==> config.mk <==
export PLATFORM = sky130hd
export DESIGN_NAME = joystick_radial_deadzone_events
export DESIGN_NICKNAME = d
export VERILOG_FILES = /design/src/sv/jrde_pkg.sv /design/src/sv/jrde_ram.sv /design/src/sv/joystick_radial_deadzone_events.sv
export SDC_FILE = /design/constraint.sdc
export NUM_CORES = 2
export LEC_CHECK = 0
export BUFFER_PORTS_ARGS = -buffer_cell sky130_fd_sc_hd__buf_4
export CAP_MARGIN = 20
export CORE_MARGIN = 5
export CORE_UTILIZATION = 55
export DETAILED_ROUTE_END_ITERATION = 6
export GPL_ROUTABILITY_DRIVEN = 0
export HOLD_SLACK_MARGIN = 0.03
export PLACE_DENSITY = 0.74
export SYNTH_ARGS = -nofsm -noshare
export SYNTH_HDL_FRONTEND = slang
export SYNTH_SLANG_ARGS = --single-unit
export TNS_END_PERCENT = 30
==> constraint.sdc <==
create_clock -name i_clk -period 18.5 [get_ports i_clk]
set_input_delay 2.775 -clock i_clk [delete_from_list [all_inputs] [get_ports i_clk]]
set_output_delay 2.775 -clock i_clk [all_outputs]
set_load 0.1 [all_outputs]
==> src/sv/jrde_pkg.sv <==
// Package for the joystick radial dead zone event block.
// Holds the sequencer state type, Q2.14 constants and the field codes.
// No dependencies.
package jrde_pkg;

    localparam int QUEUE_DEPTH_DEF = 16;

    localparam logic [14:0] ONE_Q14    = 15'd16384;
    localparam logic [13:0] DZ_MAX     = 14'd8192;
    localparam logic [14:0] EDGE_LIMIT = 15'd15564;
    localparam logic [13:0] DZ_RESET   = 14'd819;
    localparam logic [14:0] THR_RESET  = 15'd164;

    localparam logic        CFG_DZ_RADIUS = 1'b0;
    localparam logic        CFG_MOVE_THR  = 1'b1;

    localparam logic        REQ_SAMPLE = 1'b0;
    localparam logic        REQ_POLL   = 1'b1;

    localparam logic [1:0]  EVT_MOVED   = 2'd0;
    localparam logic [1:0]  EVT_CENTRED = 2'd1;
    localparam logic [1:0]  EVT_EDGE    = 2'd2;

    localparam logic [3:0]  DIR_CENTRE     = 4'd0;
    localparam logic [3:0]  DIR_RIGHT      = 4'd1;
    localparam logic [3:0]  DIR_UP_RIGHT   = 4'd2;
    localparam logic [3:0]  DIR_UP         = 4'd3;
    localparam logic [3:0]  DIR_UP_LEFT    = 4'd4;
    localparam logic [3:0]  DIR_LEFT       = 4'd5;
    localparam logic [3:0]  DIR_DOWN_LEFT  = 4'd6;
    localparam logic [3:0]  DIR_DOWN       = 4'd7;
    localparam logic [3:0]  DIR_DOWN_RIGHT = 4'd8;

    localparam int ENTRY_W = 16 + 16 + 17 + 17 + 2;

    typedef enum logic [4:0] {
        ST_IDLE,
        ST_SQX,
        ST_SQY,
        ST_DZ2,
        ST_CMP,
        ST_SQRT,
        ST_DEN,
        ST_MULN,
        ST_LDDIV,
        ST_DIV,
        ST_DELTA,
        ST_DX2,
        ST_DY2,
        ST_TH2,
        ST_SS,
        ST_AA,
        ST_DD,
        ST_EVT,
        ST_PUSH,
        ST_PRD,
        ST_PGET,
        ST_RESP
    } t_state;

endpackage

==> src/sv/jrde_ram.sv <==
// Generic simple dual-port RAM, one write and one registered read port.
// No dependencies.
module jrde_ram #(
    parameter int WIDTH = 8,
    parameter int DEPTH = 16,
    parameter int AW    = (DEPTH > 1) ? $clog2(DEPTH) : 1
) (
    input  logic             i_clk,
    input  logic             i_we,
    input  logic [AW-1:0]    i_waddr,
    input  logic [WIDTH-1:0] i_wdata,
    input  logic [AW-1:0]    i_raddr,
    output logic [WIDTH-1:0] o_rdata
);

    logic [WIDTH-1:0] r_mem [DEPTH];
    logic [WIDTH-1:0] r_rdata;

    always_ff @(posedge i_clk) begin
        if (i_we) begin
            r_mem[i_waddr] <= i_wdata;
        end
        r_rdata <= r_mem[i_raddr];
    end

    assign o_rdata = r_rdata;

endmodule

==> src/sv/joystick_radial_deadzone_events.sv <==
// Top level of the joystick radial dead zone event block.
// Uses jrde_pkg and jrde_ram (event queue).
//
// Usage:
//  Input channel (i_in_valid / o_in_stall) takes one request per beat: a stick
//  sample (raw_x, raw_y) or a poll that pops one queued event.
//  Output channel (o_out_valid / i_out_stall) gives one result per request.
//  Config channel (i_cfg_valid / o_cfg_ready) writes the dead zone radius
//  (index 0, clamped to 8192) and move_threshold (index 1); write only when idle.
//  A sample runs through one shared 18x18 multiplier, a 1-bit-per-cycle
//  square root and a 1-bit-per-cycle divider (one pass per axis); the root
//  and divider are skipped inside the dead zone, and queued events are pushed
//  one at a time.
//  One request at a time: o_in_stall is high from acceptance until the
//  result beat has been taken; the next beat can be taken in the cycle after that.
//  While i_out_stall is high the result holds.
//  Reset clears the queue pointers, the last position and the registers to
//  their defaults; the event store is not cleared and needs no sweep.
module joystick_radial_deadzone_events #(
    parameter int QUEUE_DEPTH = jrde_pkg::QUEUE_DEPTH_DEF,
    parameter int CW          = $clog2(QUEUE_DEPTH + 1)
) (
    input  logic               i_clk,
    input  logic               i_rst_n,
    input  logic               i_in_valid,
    output logic               o_in_stall,
    input  logic               i_req_type,
    input  logic [15:0]        i_raw_x,
    input  logic [15:0]        i_raw_y,
    output logic               o_out_valid,
    input  logic               i_out_stall,
    output logic               o_resp_kind,
    output logic signed [15:0] o_pos_x,
    output logic signed [15:0] o_pos_y,
    output logic signed [16:0] o_move_dx,
    output logic signed [16:0] o_move_dy,
    output logic [3:0]         o_direction,
    output logic               o_is_centered,
    output logic               o_is_at_edge,
    output logic               o_event_valid,
    output logic [1:0]         o_event_kind,
    output logic [CW-1:0]      o_queue_level,
    input  logic               i_cfg_valid,
    output logic               o_cfg_ready,
    input  logic               i_cfg_index,
    input  logic [14:0]        i_cfg_data
);

    localparam int AW = (QUEUE_DEPTH > 1) ? $clog2(QUEUE_DEPTH) : 1;
    localparam int EW = jrde_pkg::ENTRY_W;

    jrde_pkg::t_state r_state, n_state;

    logic [13:0]        r_dz;
    logic [14:0]        r_thr;
    logic signed [15:0] r_last_x, r_last_y;
    logic [AW-1:0]      r_head, r_tail;
    logic [CW-1:0]      r_count;

    logic signed [15:0] r_cx, r_cy, r_x, r_y;
    logic signed [16:0] r_dx, r_dy;
    logic signed [35:0] r_prod;
    logic [35:0]        r_acc, r_ss, r_aa;
    logic [29:0]        r_m2sh;
    logic [17:0]        r_srem;
    logic [14:0]        r_root;
    logic [28:0]        r_den, r_drem;
    logic [15:0]        r_qsh, r_q;
    logic [3:0]         r_cnt;
    logic               r_axis, r_moved;
    logic [2:0]         r_evt;

    logic               r_o_kind, r_o_cen, r_o_edge, r_o_ev;
    logic signed [15:0] r_o_px, r_o_py;
    logic signed [16:0] r_o_dx, r_o_dy;
    logic [3:0]         r_o_dir;
    logic [1:0]         r_o_ek;

    logic signed [17:0] mul_a, mul_b;
    logic               ram_we;
    logic [EW-1:0]      ram_wdata, ram_rdata;

    logic               in_acc;
    logic [14:0]        ax, ay, lax, lay, abs_c;
    logic [15:0]        sum_s;
    logic signed [15:0] diff_d;
    logic [17:0]        sq_sh, sq_trial;
    logic               sq_ge;
    logic [29:0]        dv_t;
    logic               dv_ge;
    logic [15:0]        q_fin, q_cl;
    logic signed [15:0] res;
    logic               is_c, was_c, is_e, was_e;
    logic [3:0]         dir;
    logic [1:0]         push_kind;
    logic               full;

    function automatic logic [14:0] abs16(input logic signed [15:0] v);
        logic [15:0] t;
        t = v[15] ? 16'(-v) : 16'(v);
        return t[14:0];
    endfunction

    assign in_acc = i_in_valid && !o_in_stall;
    assign full   = (r_count == CW'(QUEUE_DEPTH));

    // next state
    always_comb begin
        n_state = r_state;
        case (r_state)
            jrde_pkg::ST_IDLE: begin
                if (in_acc) begin
                    if (i_req_type == jrde_pkg::REQ_POLL) begin
                        n_state = (r_count == '0) ? jrde_pkg::ST_RESP : jrde_pkg::ST_PRD;
                    end else begin
                        n_state = jrde_pkg::ST_SQX;
                    end
                end
            end
            jrde_pkg::ST_SQX:   n_state = jrde_pkg::ST_SQY;
            jrde_pkg::ST_SQY:   n_state = jrde_pkg::ST_DZ2;
            jrde_pkg::ST_DZ2:   n_state = jrde_pkg::ST_CMP;
            jrde_pkg::ST_CMP: begin
                n_state = (r_acc >= 36'(r_prod)) ? jrde_pkg::ST_SQRT : jrde_pkg::ST_DELTA;
            end
            jrde_pkg::ST_SQRT: begin
                if (r_cnt == '0) begin
                    n_state = jrde_pkg::ST_DEN;
                end
            end
            jrde_pkg::ST_DEN: begin
                n_state = (r_root == '0) ? jrde_pkg::ST_DELTA : jrde_pkg::ST_MULN;
            end
            jrde_pkg::ST_MULN:  n_state = jrde_pkg::ST_LDDIV;
            jrde_pkg::ST_LDDIV: n_state = jrde_pkg::ST_DIV;
            jrde_pkg::ST_DIV: begin
                if (r_cnt == '0) begin
                    n_state = r_axis ? jrde_pkg::ST_DELTA : jrde_pkg::ST_MULN;
                end
            end
            jrde_pkg::ST_DELTA: n_state = jrde_pkg::ST_DX2;
            jrde_pkg::ST_DX2:   n_state = jrde_pkg::ST_DY2;
            jrde_pkg::ST_DY2:   n_state = jrde_pkg::ST_TH2;
            jrde_pkg::ST_TH2:   n_state = jrde_pkg::ST_SS;
            jrde_pkg::ST_SS:    n_state = jrde_pkg::ST_AA;
            jrde_pkg::ST_AA:    n_state = jrde_pkg::ST_DD;
            jrde_pkg::ST_DD:    n_state = jrde_pkg::ST_EVT;
            jrde_pkg::ST_EVT:   n_state = jrde_pkg::ST_PUSH;
            jrde_pkg::ST_PUSH: begin
                if (r_evt == '0) begin
                    n_state = jrde_pkg::ST_RESP;
                end
            end
            jrde_pkg::ST_PRD:   n_state = jrde_pkg::ST_PGET;
            jrde_pkg::ST_PGET:  n_state = jrde_pkg::ST_RESP;
            jrde_pkg::ST_RESP: begin
                if (!i_out_stall) begin
                    n_state = jrde_pkg::ST_IDLE;
                end
            end
            default:            n_state = jrde_pkg::ST_IDLE;
        endcase
    end

    // outputs and multiplier operands
    always_comb begin
        o_in_stall  = (r_state != jrde_pkg::ST_IDLE);
        o_out_valid = (r_state == jrde_pkg::ST_RESP);
        o_cfg_ready = (r_state == jrde_pkg::ST_IDLE);
        ram_we      = (r_state == jrde_pkg::ST_PUSH) && (r_evt != '0);
        mul_a       = '0;
        mul_b       = '0;
        case (r_state)
            jrde_pkg::ST_SQX: begin
                mul_a = 18'(r_cx);
                mul_b = 18'(r_cx);
            end
            jrde_pkg::ST_SQY: begin
                mul_a = 18'(r_cy);
                mul_b = 18'(r_cy);
            end
            jrde_pkg::ST_DZ2: begin
                mul_a = {4'b0, r_dz};
                mul_b = {4'b0, r_dz};
            end
            jrde_pkg::ST_DEN: begin
                mul_a = {3'b0, r_root};
                mul_b = {3'b0, jrde_pkg::ONE_Q14 - {1'b0, r_dz}};
            end
            jrde_pkg::ST_MULN: begin
                mul_a = {3'b0, abs_c};
                mul_b = {3'b0, r_root - {1'b0, r_dz}};
            end
            jrde_pkg::ST_DX2: begin
                mul_a = 18'(r_dx);
                mul_b = 18'(r_dx);
            end
            jrde_pkg::ST_DY2: begin
                mul_a = 18'(r_dy);
                mul_b = 18'(r_dy);
            end
            jrde_pkg::ST_TH2: begin
                mul_a = {3'b0, r_thr};
                mul_b = {3'b0, r_thr};
            end
            jrde_pkg::ST_SS: begin
                mul_a = {2'b0, sum_s};
                mul_b = {2'b0, sum_s};
            end
            jrde_pkg::ST_AA: begin
                mul_a = {3'b0, ax};
                mul_b = {3'b0, ax};
            end
            jrde_pkg::ST_DD: begin
                mul_a = 18'(diff_d);
                mul_b = 18'(diff_d);
            end
            default: begin
                mul_a = '0;
                mul_b = '0;
            end
        endcase
    end

    assign abs_c  = r_axis ? abs16(r_cy) : abs16(r_cx);
    assign ax     = abs16(r_x);
    assign ay     = abs16(r_y);
    assign lax    = abs16(r_last_x);
    assign lay    = abs16(r_last_y);
    assign sum_s  = {1'b0, ax} + {1'b0, ay};
    assign diff_d = signed'({1'b0, ay}) - signed'({1'b0, ax});

    assign sq_sh    = {r_srem[15:0], r_m2sh[29:28]};
    assign sq_trial = {1'b0, r_root, 2'b01};
    assign sq_ge    = (sq_sh >= sq_trial);

    assign dv_t  = {r_drem, r_qsh[15]};
    assign dv_ge = (dv_t >= {1'b0, r_den});
    assign q_fin = {r_q[14:0], dv_ge};
    assign q_cl  = (q_fin > 16'(jrde_pkg::ONE_Q14)) ? 16'(jrde_pkg::ONE_Q14) : q_fin;
    assign res   = (r_axis ? r_cy[15] : r_cx[15]) ? -signed'(q_cl) : signed'(q_cl);

    assign is_c  = (ax < {1'b0, r_dz}) && (ay < {1'b0, r_dz});
    assign was_c = (lax < {1'b0, r_dz}) && (lay < {1'b0, r_dz});
    assign is_e  = (ax > jrde_pkg::EDGE_LIMIT) || (ay > jrde_pkg::EDGE_LIMIT);
    assign was_e = (lax > jrde_pkg::EDGE_LIMIT) || (lay > jrde_pkg::EDGE_LIMIT);

    always_comb begin
        if (is_c) begin
            dir = jrde_pkg::DIR_CENTRE;
        end else if (ax == '0 && ay == '0) begin
            dir = jrde_pkg::DIR_RIGHT;
        end else if (r_ss < {r_aa[34:0], 1'b0}) begin
            dir = (r_x > 0) ? jrde_pkg::DIR_RIGHT : jrde_pkg::DIR_LEFT;
        end else if (diff_d > 0 && 36'(r_prod) > {r_aa[34:0], 1'b0}) begin
            dir = (r_y > 0) ? jrde_pkg::DIR_UP : jrde_pkg::DIR_DOWN;
        end else if (r_y > 0) begin
            dir = (r_x > 0) ? jrde_pkg::DIR_UP_RIGHT : jrde_pkg::DIR_UP_LEFT;
        end else begin
            dir = (r_x < 0) ? jrde_pkg::DIR_DOWN_LEFT : jrde_pkg::DIR_DOWN_RIGHT;
        end
    end

    assign push_kind = r_evt[0] ? jrde_pkg::EVT_MOVED :
                       r_evt[1] ? jrde_pkg::EVT_CENTRED : jrde_pkg::EVT_EDGE;
    assign ram_wdata = {r_x, r_y, r_dx, r_dy, push_kind};

    jrde_ram #(
        .WIDTH (EW),
        .DEPTH (QUEUE_DEPTH),
        .AW    (AW)
    ) u_queue (
        .i_clk   (i_clk),
        .i_we    (ram_we),
        .i_waddr (r_tail),
        .i_wdata (ram_wdata),
        .i_raddr (r_head),
        .o_rdata (ram_rdata)
    );

    // control state
    always_ff @(posedge i_clk) begin
        if (!i_rst_n) begin
            r_state  <= jrde_pkg::ST_IDLE;
            r_dz     <= jrde_pkg::DZ_RESET;
            r_thr    <= jrde_pkg::THR_RESET;
            r_last_x <= '0;
            r_last_y <= '0;
            r_head   <= '0;
            r_tail   <= '0;
            r_count  <= '0;
        end else begin
            r_state <= n_state;
            if (i_cfg_valid && o_cfg_ready) begin
                case (i_cfg_index)
                    jrde_pkg::CFG_DZ_RADIUS: begin
                        r_dz <= (i_cfg_data[13:0] > jrde_pkg::DZ_MAX) ?
                                jrde_pkg::DZ_MAX : i_cfg_data[13:0];
                    end
                    jrde_pkg::CFG_MOVE_THR:  r_thr <= i_cfg_data;
                    default: ;
                endcase
            end
            if (r_state == jrde_pkg::ST_EVT) begin
                r_last_x <= r_x;
                r_last_y <= r_y;
            end
            if (ram_we) begin
                r_tail <= (r_tail == AW'(QUEUE_DEPTH - 1)) ? '0 : r_tail + 1'b1;
                if (full) begin
                    r_head <= (r_head == AW'(QUEUE_DEPTH - 1)) ? '0 : r_head + 1'b1;
                end else begin
                    r_count <= r_count + 1'b1;
                end
            end
            if (r_state == jrde_pkg::ST_PGET) begin
                r_head  <= (r_head == AW'(QUEUE_DEPTH - 1)) ? '0 : r_head + 1'b1;
                r_count <= r_count - 1'b1;
            end
        end
    end

    // datapath
    always_ff @(posedge i_clk) begin
        r_prod <= mul_a * mul_b;
        case (r_state)
            jrde_pkg::ST_IDLE: begin
                r_cx     <= signed'({1'b0, i_raw_x[15:1]}) - 16'sd16384;
                r_cy     <= signed'({1'b0, i_raw_y[15:1]}) - 16'sd16384;
                r_x      <= '0;
                r_y      <= '0;
                r_o_kind <= jrde_pkg::REQ_POLL;
                r_o_px   <= '0;
                r_o_py   <= '0;
                r_o_dx   <= '0;
                r_o_dy   <= '0;
                r_o_dir  <= jrde_pkg::DIR_CENTRE;
                r_o_cen  <= 1'b0;
                r_o_edge <= 1'b0;
                r_o_ev   <= 1'b0;
                r_o_ek   <= jrde_pkg::EVT_MOVED;
            end
            jrde_pkg::ST_SQY: r_acc <= 36'(r_prod);
            jrde_pkg::ST_DZ2: r_acc <= r_acc + 36'(r_prod);
            jrde_pkg::ST_CMP: begin
                r_m2sh <= r_acc[29:0];
                r_srem <= '0;
                r_root <= '0;
                r_cnt  <= 4'd14;
                r_axis <= 1'b0;
            end
            jrde_pkg::ST_SQRT: begin
                r_srem <= sq_ge ? sq_sh - sq_trial : sq_sh;
                r_root <= {r_root[13:0], sq_ge};
                r_m2sh <= {r_m2sh[27:0], 2'b00};
                r_cnt  <= r_cnt - 1'b1;
            end
            jrde_pkg::ST_MULN: begin
                if (!r_axis) begin
                    r_den <= r_prod[28:0];
                end
            end
            jrde_pkg::ST_LDDIV: begin
                r_drem <= {2'b00, r_prod[28:2]};
                r_qsh  <= {r_prod[1:0], 14'b0};
                r_q    <= '0;
                r_cnt  <= 4'd15;
            end
            jrde_pkg::ST_DIV: begin
                r_drem <= dv_ge ? 29'(dv_t - {1'b0, r_den}) : dv_t[28:0];
                r_qsh  <= {r_qsh[14:0], 1'b0};
                r_q    <= q_fin;
                r_cnt  <= r_cnt - 1'b1;
                if (r_cnt == '0) begin
                    if (r_axis) begin
                        r_y <= res;
                    end else begin
                        r_x <= res;
                    end
                    r_axis <= 1'b1;
                end
            end
            jrde_pkg::ST_DELTA: begin
                r_dx <= 17'(r_x) - 17'(r_last_x);
                r_dy <= 17'(r_y) - 17'(r_last_y);
            end
            jrde_pkg::ST_DY2: r_acc   <= 36'(r_prod);
            jrde_pkg::ST_TH2: r_acc   <= r_acc + 36'(r_prod);
            jrde_pkg::ST_SS:  r_moved <= r_acc > 36'(r_prod);
            jrde_pkg::ST_AA:  r_ss    <= 36'(r_prod);
            jrde_pkg::ST_DD:  r_aa    <= 36'(r_prod);
            jrde_pkg::ST_EVT: begin
                r_evt    <= {!was_e && is_e, !was_c && is_c, r_moved};
                r_o_kind <= jrde_pkg::REQ_SAMPLE;
                r_o_px   <= r_x;
                r_o_py   <= r_y;
                r_o_dx   <= r_dx;
                r_o_dy   <= r_dy;
                r_o_dir  <= dir;
                r_o_cen  <= is_c;
                r_o_edge <= is_e;
            end
            jrde_pkg::ST_PUSH: begin
                if (r_evt[0]) begin
                    r_evt[0] <= 1'b0;
                end else if (r_evt[1]) begin
                    r_evt[1] <= 1'b0;
                end else begin
                    r_evt[2] <= 1'b0;
                end
            end
            jrde_pkg::ST_PGET: begin
                {r_o_px, r_o_py, r_o_dx, r_o_dy, r_o_ek} <= ram_rdata;
                r_o_ev <= 1'b1;
            end
            default: ;
        endcase
    end

    assign o_resp_kind   = r_o_kind;
    assign o_pos_x       = r_o_px;
    assign o_pos_y       = r_o_py;
    assign o_move_dx     = r_o_dx;
    assign o_move_dy     = r_o_dy;
    assign o_direction   = r_o_dir;
    assign o_is_centered = r_o_cen;
    assign o_is_at_edge  = r_o_edge;
    assign o_event_valid = r_o_ev;
    assign o_event_kind  = r_o_ek;
    assign o_queue_level = r_count;

endmodule

==> summary.md <==
| Metric | Value |
|---|---|
| Status | `complete, but fails checks` |
| Failing checks | `design-rule violations` |
| Worst path arrival time | `13.37 ns` |
| Cell family with most CP delay | `adder cells` |
| Fraction of layout cells with a size suffix above 1 | `13.7%` |
| Synth Area in Simple Gates | `7.68%` |
| Antenna-violating nets left | `0` |
| Post-CTS Hold Buffers | `0` |
| Fin. Hold Viols | `0` |
| Fin Setup TNS | `0 ns` |
| Clk sinks | `1694` |
| Critical Path Fanout Max | `32` |
| Hold path depth | `2` |
| Drt pass-1 iters | `7` |
| Max-slew headroom | `22.8%` |
| Worst hold path type | `register to register` |
| Die Span Y | `410 um` |
| Synth Area in Adders | `13.3%` |
| Antenna violations before repair | `5` |
| Number of H-tree levels | `4` |
| Maxcap violations | `0` |
| Flop2flop setup slack | `5.82 ns` |
| Most common cell in the netlist | `edfxtp_1` |
| RSZ-0062 raised after global routing | `false` |
| Worst Tran Pin Value | `1.14 ns` |
| Vias in the first global route | `56705` |
| IO buf count | `135` |
| Synth Area per Inst | `13.5 sq um` |
| Crit-path max cell delay | `0.84 ns` |
| Yosys warning count | `0` |
| Postcts setup bufs | `0` |
| Hold_sp | `r_last_x[14]` |
| Setup crit start kind | `register` |
| DRT Wirelength | `235 mm` |
| Clk buf depth | `3` |
| Worst Setup SP | `r_y[0]` |
| Final Setup Violations | `0` |
| Number of enable flip-flop cells after synthesis | `1511` |
| GRT Util Overall | `27.9%` |
| Initial drt markers | `6631` |
| Fmax | `78.9 MHz` |
| Placed cell areas | `91600 sq um` |
| Drt wl/cell | `26.5 um` |
| Die ar. | `168000 sq um` |
| Hpwl dp | `151 mm` |
| Post-CTS Resized | `0` |
| Via/cell ratio | `6.26` |
| Tcrit/Tclk final | `68.5%` |
| Synth Cell Area | `88000 sq um` |
| R2R Path Start | `r_y[0]` |
| R2r endpoint | `r_prod[35]` |
| Largest area contributor in the netlist | `edfxtp_1` |
| Layout overhead on the synthesized area | `10.7%` |
| Post-Syn Instances | `6498` |
| Final instance area | `97400 sq um` |
| Synth top cells by count | `edfxtp_1, inv_1, nand2_1` |
| Fillcell total | `11427` |
| CP Depth | `41` |
| # DRC | `5` |
| Clock latency reported for the late side of the worst-skew pair | `0.82 ns` |
| CP max-delay cell | `edfxtp_1` |
| Core Footprint | `159000 sq um` |
| Synth cell types | `101` |
| CTS tree | `done` |
| Fin nets | `7451` |
| Post-synthesis async set-or-reset flop share | `0%` |
| Worst Hold Endpoint | `r_last_x[14]` |
| Worst Path Buf+Inv | `9` |
| Top cell by count, worst path | `inv_1` |
| Top_reg_cell synth | `edfxtp_1` |
| Crit path kind | `register to register` |
| CTS Root Cell | `clkbuf_16` |
| Fin Clk Skew | `0.0510 ns` |
| R2R depth | `41` |
| Largest net degree at the start of global routing | `108` |
| Post-synthesis xor/xnor area fraction | `2.50%` |
| Final Max Slew Viols | `0` |
| I/O pin total | `138` |
| Synth Area in Compound Gates | `7.44%` |
| Largest family of logic cells by synthesized area | `adder cells` |
| Final critical-path required period | `12.68 ns` |
| Worst EP required | `19.19 ns` |
| Initial core utilization | `55.4%` |
| CP endpoint kind | `register` |
| Syn_nets | `7292` |
| Clk slew on worst S/H paths | `0.06 ns` |
| Grt ovf | `0` |
| Yosys reg bits | `1694` |
| First-pass GRT wire length | `353 mm` |
| Vias | `55552` |
| Post-synthesis mux area share | `9.18%` |
| Sequential fraction of the synthesis area | `55.7%` |
| Chip width | `410 um` |
| Synth area leaders | `edfxtp_1, mux4_2, fa_1` |
| Share of the synthesized area in the top cell type | `51.6%` |
| CTS Buf Count | `169` |
| FP Rows | `146` |
per-stage QoR:
| stage | instances | utilization [%] | setup slack [ns] | hold WS (ns) |
|---|---|---|---|---|
| 2_1_floorplan | 6498 | - | 8.43 | 0.436 |
| 6_report | 8879 | 61.3 | 5.82 | 0.462 |
| 3_5_place_dp | 8556 | 57.7 | 6.13 | 0.451 |
| 3_3_place_gp | 8556 | 57.7 | 6.25 | 0.442 |
| 5_1_grt | 8871 | 61.3 | 5.33 | 0.486 |
| 4_1_cts | 8869 | 61.3 | 6.09 | 0.460 |
layout make-up:
cell class	instances	area [sq um]	share of cell area [%]
Timing Repair Buffer	238	1850	1.90
Antenna cell	8	20.0	0.0206
Sequential cell	1694	49100	50.4
Inverter	698	2620	2.69
Tap cell	2072	2590	2.66
Clock inverter	86	1030	1.06
Multi-Input combinational cell	3856	35500	36.5
Clock buffer	227	4650	4.78
worst register-to-register path: cells and delay by family, from the launching register on:
kind / cells / cell delay (ns)
adders and majority gates: 9 / 4.45
AOI/OAI and AO/OA: 13 / 3.58
buffers and inverters: 9 / 1.61
and+or+nand+nor: 8 / 1.56
DFF: 1 / 0.84
xor gates and xnor gates: 2 / 0.54
state kept, by name, summed over array words and instances, names as in the netlist, 16 cells and up:
register         count
r_y                 16
r_aa                35
o_pos_y             16
o_move_dx           17
u_queue.r_mem     1088
u_queue.o_rdata     68
r_dx                17
r_last_y            16
o_pos_x             16
r_prod              36
r_m2sh              30
r_last_x            16
r_srem              16
r_dy                17
r_drem              29
r_den               29
o_move_dy           17
r_ss                35
r_acc               36
r_x                 16
cells in the final DEF, fill, tap and decap left out, types with 171 or more instances in the layout:
cell type and instances:
a21oi_1 289, buf_4 234, clkbuf_16 173, dfxtp_1 179, edfxtp_1 1511, fa_1 326
ha_1 414, inv_1 689, mux4_2 340, nand2_1 608, nor2_1 423, o21ai_0 189
xnor2_1 171
worst max path at each step:
| stage | endpoint | slack, ns |
|---|---|---|
| floorplan | r_prod[33] | 8.43 |
| global placement | r_prod[35] | 6.25 |
| detailed placement | r_prod[35] | 6.13 |
| CTS | r_prod[35] | 6.09 |
| global route | r_prod[35] | 5.33 |
| finish | r_prod[35] | 5.82 |
layer usage:
metal / part of all wire, % / vias to the layer above / global-route usage (%) / wire [um]
met5: 0.011 / - / 0 / 27
met4: 5.2 / 4 / 12.9 / 12300
met3: 9.5 / 660 / 5.40 / 22300
met2: 48 / 3043 / 45.9 / 114000
met1: 37 / 27866 / 36.4 / 86500
li1: - / 23979 / - / -
logic make-up after synthesis:
family | Yosys count
flops | 1694
simple gates | 1510
compound gates | 980
buf+inv | 948
fa+ha+maj | 742
mux | 382
xor+xnor | 242
Power is not shown: default switching activity piles up to over one toggle a cycle in this logic, so the estimate is an artifact.
